--- config.mk ---
export PLATFORM = sky130hd
export DESIGN_NAME = tmps_front
export DESIGN_NICKNAME = d
export VERILOG_FILES = /design/src/hdl/assert_macros.svh /design/src/hdl/tmps_pkg.sv /design/src/hdl/tmps_front.sv
export SDC_FILE = /design/constraint.sdc
export NUM_CORES = 1
export LEC_CHECK = 0
export BUFFER_PORTS_ARGS = -buffer_cell sky130_fd_sc_hd__buf_4
export CAP_MARGIN = 40
export CORE_UTILIZATION = 35
export DETAILED_ROUTE_END_ITERATION = 7
export PLACE_DENSITY = 0.54
export SLEW_MARGIN = 20
export SYNTH_ARGS = -nofsm -noshare
export SYNTH_HDL_FRONTEND = slang
export SYNTH_SLANG_ARGS = --single-unit
--- constraint.sdc ---
create_clock -name clk -period 5.2 [get_ports clk]
set_input_delay 0.78 -clock clk [delete_from_list [all_inputs] [get_ports clk]]
set_output_delay 0.78 -clock clk [all_outputs]
set_load 0.02 [all_outputs]
--- src/hdl/assert_macros.svh ---
// Assertion macros shared by the RTL.
`ifndef ASSERT_MACROS_SVH
`define ASSERT_MACROS_SVH

// Same-cycle implication, checked outside reset.
`define ASSERT_IMP(lbl, ante, cons) \
  lbl: assert property (@(posedge clk) disable iff (rst) (ante) |-> (cons)) \
    else $error("assertion failed");

// Next-cycle implication, checked outside reset.
`define ASSERT_NXT(lbl, ante, cons) \
  lbl: assert property (@(posedge clk) disable iff (rst) (ante) |=> (cons)) \
    else $error("assertion failed");

`endif

--- src/hdl/tmps_pkg.sv ---
// Types, codes and constants of the trie pattern search core.
package tmps_pkg;

  localparam int NODES_DEF    = 256;
  localparam int MAXLEN_DEF   = 16;
  localparam int ALPHABET_DEF = 26;
  localparam int MAX_TEXT     = 65536;
  localparam int POS_LIMIT    = ((MAX_TEXT - 1) < 65535) ? (MAX_TEXT - 1) : 65535;
  localparam int MAX_RESULTS  = 16;
  localparam int CNT_W        = $clog2(MAX_RESULTS + 1);
  localparam int TAG_W        = 7;

  localparam logic [1:0] CMD_PATTERN = 2'd0;
  localparam logic [1:0] CMD_TEXT    = 2'd1;
  localparam logic [1:0] CMD_CLEAR   = 2'd2;

  localparam logic [1:0] ST_MATCH = 2'd0;
  localparam logic [1:0] ST_FULL  = 2'd1;
  localparam logic [1:0] ST_LONG  = 2'd2;

  typedef struct packed {
    logic [1:0] cmd;
    logic [4:0] symbol;
    logic       last;
    logic [5:0] pattern_id;
  } req_t;

  typedef struct packed {
    logic [5:0]  match_id;
    logic [15:0] position;
    logic [1:0]  status;
    logic        run_end;
  } res_t;

  typedef enum logic [1:0] {OP_LOAD, OP_TEXT, OP_CLEAR, OP_NOP} op_t;

  typedef struct packed {
    op_t        op;
    logic [4:0] symbol;
    logic       last;
    logic [5:0] pattern_id;
  } job_t;

  typedef struct packed {
    logic sweeping;
    logic take;
  } back_stat_t;

  typedef enum logic [2:0] {S_SWEEP, S_IDLE, S_LOAD, S_TEXT, S_DONE} state_t;

endpackage

--- src/hdl/tmps_front.sv ---
// Front end: request intake, command decode and a two-entry job queue.
module tmps_front import tmps_pkg::*; (
  input  logic       clk,
  input  logic       rst,
  input  logic       start,
  input  req_t       req,
  input  back_stat_t stat,
  output logic       busy,
  output logic       q_valid,
  output job_t       q_job
);

  job_t       slot [2];
  logic [1:0] count;
  logic       wr_ptr;
  logic       rd_ptr;
  logic       push;
  logic       pop;
  job_t       job;

  always_comb begin
    job.symbol     = req.symbol;
    job.last       = req.last;
    job.pattern_id = req.pattern_id;
    unique case (req.cmd)
      CMD_PATTERN: job.op = OP_LOAD;
      CMD_TEXT:    job.op = OP_TEXT;
      CMD_CLEAR:   job.op = OP_CLEAR;
      default:     job.op = OP_NOP;
    endcase
  end

  assign busy    = (count == 2'd2) || stat.sweeping;
  assign push    = start && !busy;
  assign pop     = stat.take;
  assign q_valid = (count != 2'd0);
  assign q_job   = slot[rd_ptr];

  always_ff @(posedge clk) begin
    if (push) begin
      slot[wr_ptr] <= job;
    end
  end

  always_ff @(posedge clk) begin
    if (rst) begin
      count  <= 2'd0;
      wr_ptr <= 1'b0;
      rd_ptr <= 1'b0;
    end else begin
      if (push) wr_ptr <= !wr_ptr;
      if (pop)  rd_ptr <= !rd_ptr;
      if (push && !pop)      count <= count + 2'd1;
      else if (pop && !push) count <= count - 2'd1;
    end
  end

endmodule

* Yosys cells after proc, flatten, opt, wreduce, memory -nomap -nowiden
Memories as Yosys holds them, arrays and structs flattened. A register that Yosys moved wholly into a read port is not among the register bits. Cells that the tools add are included.
Word-level totals: register bits 4, RAM bits 28, input bits 19, output and inout port bits 16, word-level logic and storage cells 28, memories kept 1
Cells by class: add/sub/neg operators 2, equality and inequality tests 3, multiplexer cells 7, reductions and logical operators 12
Memory list:
- slot | depth 2, width 14, read ports 1, clocked after Yosys merged registers in 1, write ports 1, line tmps_front.sv:13 | job_t slot [2];
Operators by type and width (count):
- $pmux 2 s3 | 1
- $logic_not 1->1 | 5
- $eq 2x2->1 const B | 2
- $mux 1 | 4
- $mux 2 | 2
- $reduce_bool 2->1 | 2
- $logic_and 1x1->1 | 3
- $add 2x1->2 const B | 1
- $eq 2x1->1 const B | 1
- $logic_not 2->1 | 1
- $sub 2x1->2 const B | 1
- $logic_or 1x1->1 | 1

* Depth between registers and ports, before layout
depth in word-level cells 8, gate-level depth with buffers 6, mapped depth without buffers 6

* Least setup slack after synthesis
Ideal clock, no wire load.
path kind in2reg, start point input start, end point memory slot[0][0] (netlist name) (enable), library setup time 0.386 ns, data arrival time 1.795 ns, data required time 4.814 ns, path slack 3.019 ns, cell stages on the path 3, path buffers 0, path through nor2b_1 > and2_1 > nor2b_1
Between the ends: word-level cells in the longest chain between the ends 3
RTL lines:
- start: declaration | line tmps_front.sv:5 | input logic start,
- $logic_and 1x1->1 | line tmps_front.sv:34 | assign push = start && !busy;
- $mux 1 | line tmps_front.sv:40 | if (push) begin
- $mux 1 (not written as such) | line tmps_front.sv:41 | slot[wr_ptr] <= job;
- end: declaration | line tmps_front.sv:13
No other way between the ends.

==> flow_summary.json <==
{
  "syn-instance-count": 72,
  "grt.met1_usage_pct": 12.3,
  "postPlaceCellArea_um2": 1560,
  "ir_drop_mv": 0.149,
  "fp.dieH_um": 61.8,
  "regArea_um2": 941,
  "clk_path_buf_depth": 2,
  "fill_cells": 303,
  "first_pass_iters": 3,
  "tns_ns": 0,
  "final.setup.worst_slack_ns": 2.79,
  "drive_gt1_share_pct": 42.9,
  "yosys.area_share.simple_pct": 6.31,
  "place.gp.congestion": 0.571,
  "dpl_worst_slack_ns": 3.09,
  "drc": 0,
  "cp.required_ns": 4.42,
  "critical_path_arrival_ns": 1.63,
  "grtUsageMet2_pct": 16.6,
  "period_needed_ns": 2.41,
  "async_reset_ff_share_pct": 0,
  "synth_most_common_cell": "edfxtp_1",
  "leakagePower_nw": 0.621,
  "clk-insertion-delay-late_ns": 0.32,
  "setup_viol": 0,
  "numClockSinks": 33,
  "synth_common_cells": "28 x edfxtp_1, 10 x mux2_1, 5 x dfxtp_1",
  "powerDensity_nw_per_um2": 330,
  "tightest_slew_ns": 0.667,
  "cts_resized": 0,
  "grt_antenna_before_repair": 0,
  "synthesis.area_um2": 1250,
  "syn_area_per_cell_um2": 17.4,
  "die_width_um": 61.8,
  "synth_flop_cell": "edfxtp_1",
  "grt_pass1_wl_um": 2740,
  "ys_types": 22,
  "grt_overflow": 0,
  "end_kind": "output pin",
  "grt.total_usage_pct": 10.9,
  "synth.area.mux_share_pct": 12.6,
  "path_clk_slew_ns": 0.09,
  "multi_input_area_um2": 290,
  "drt-total-wl_um": 1910,
  "synth_edf_count": 28,
  "yosysSeqAreaShare_pct": 75.3,
  "rows": 21,
  "slew_viol_final": 0,
  "ys_warn_count": 0,
  "nNetsFinal": 131,
  "synth_fp_nets": 92,
  "yosys.area.top_type_share_pct": 67.3,
  "max_freq_mhz": 415,
  "maxCapViolations": 0,
  "antenna_cells": 0,
  "status": "complete, no violations",
  "synth_xor_area_share_pct": 2.10,
  "grt_pass1_vias": 626,
  "grt.busiest_layer": "met2",
  "cts-root-buf": "clkbuf_4",
  "finalCritPeriodShare_pct": 46.3,
  "crit_fanout": 14,
  "ant_nets": 0,
  "cts_hold_buf": 0,
  "start_util_pct": 36.9,
  "htree_levels": 2,
  "grt_max_degree": 15,
  "worstHoldStart": "wr_ptr",
  "synthTopCellsByArea": "edfxtp_1 67%, mux2_1 9.0%, dfxtp_1 8.0%, mux2_2 3.6%, xor2_1 1.4%",
  "rsz0062_at_grt": "false",
  "drt_iter0_markers": 10,
  "synth-adder-area-share_pct": 1.00,
  "vias": 694,
  "numCtsBuffers": 5,
  "numPortBuffers": 34,
  "final_area_um2": 1610,
  "fp.coreArea_um2": 3390,
  "hold_viol_final": 0,
  "routedWlPerCell_um": 12.1,
  "finalClockSkew_ns": 0.00831,
  "hpwl_um": 1270,
  "synth_compound_area_share_pct": 1.20,
  "r2r-start": "count[0]",
  "num_io_pins": 35,
  "synth_top_cell_by_area": "edfxtp_1",
  "cts_tree": "done",
  "relSlewSlack_pct": 55.5,
  "worst_setup_path_start_kind": "register",
  "viasPerCell": 4.39,
  "dieArea_um2": 3810,
  "min_path_type": "reg2reg",
  "use_met3_pct": 5.59,
  "cts_setup_buffers": 0,
  "critPathKind": "reg2out",
  "syn2layout_area_growth_pct": 28.5,
  "synth_top_family_by_area": "multiplexers",
  "ys_seq_elements": 33
}
-- registers in the layout, summed over array words and instances, names as in the netlist, named ones only --
signal / count
slot: 28
count: 2
rd_ptr: 1
wr_ptr: 1
-- logic make-up after synthesis --
family                     Yosys count
DFF                                 33
xor gates and xnor gates             3
buffers and inverters                4
adders and majority gates            1
muxes                               14
AOI/OAI and AO/OA                    3
and+or+nand+nor                     14
-- worst max-delay path, stage by stage, from the launching register on --
cell	delay, ns
dfxtp_1	0.74
mux2_2	0.41
buf_4	0.16
-- layer usage --
| layer | vias to the layer above | wire (µm) | share of wire [%] |
|---|---|---|---|
| met5 | - | 0 | 0 |
| met4 | 0 | 46 | 2.4 |
| met3 | 7 | 146 | 7.6 |
| met2 | 26 | 911 | 48 |
| met1 | 318 | 806 | 42 |
| li1 | 343 | - | - |
-- per-stage QoR --
stage / util (%) / power [mW] / hold WS, ns / cells
after floorplan: - / 0.368 / 0.464 / 72
after global placement: 45.9 / 0.406 / 0.475 / 150
after detailed placement: 45.9 / 0.408 / 0.494 / 150
after CTS: 47.4 / 0.541 / 0.510 / 158
after global routing: 47.4 / 0.556 / 0.529 / 158
final: 47.4 / 0.530 / 0.507 / 158
-- power breakdown --
group          total, mW  switching (mW)  internal, mW
sequential         0.313          0.0100         0.303
clock              0.129          0.0780        0.0514
combinational     0.0870          0.0425        0.0446
total              0.530           0.131         0.399
-- final timing paths --
check              end  slack (ns)  depth (start not counted)
max          q_job[12]        2.79                          2
min             wr_ptr        0.51                          2
max reg2reg   count[1]        3.60                          5
min reg2reg     wr_ptr        0.51                          2
-- cell type report --
class | instances | share of cell area (%)
clock inverter | 2 | 0.623
clock buffer | 6 | 2.57
timing repair buffer | 35 | 16.4
multi-input combinational | 35 | 18.1
sequential | 33 | 58.6
inverter | 1 | 0.234
tap | 46 | 3.58
-- cells in the final DEF, fill, tap and decap left out, drive strengths merged --
| cell type | instances |
|---|---|
| and3 | 1 |
| nand3 | 1 |
| a21oi | 1 |
| clkinv | 2 |
| nor2 | 4 |
| or2 | 1 |
| dfxtp | 5 |
| ha | 1 |
| nor2b | 2 |
| or3 | 1 |
| o21ai | 2 |
| clkbuf | 6 |
| xnor2 | 1 |
| and2 | 1 |
| xor2 | 2 |
| buf | 35 |
| mux2 | 14 |
| inv | 1 |
| edfxtp | 28 |
| nand2b | 3 |
(Power assumes the default switching activity.)
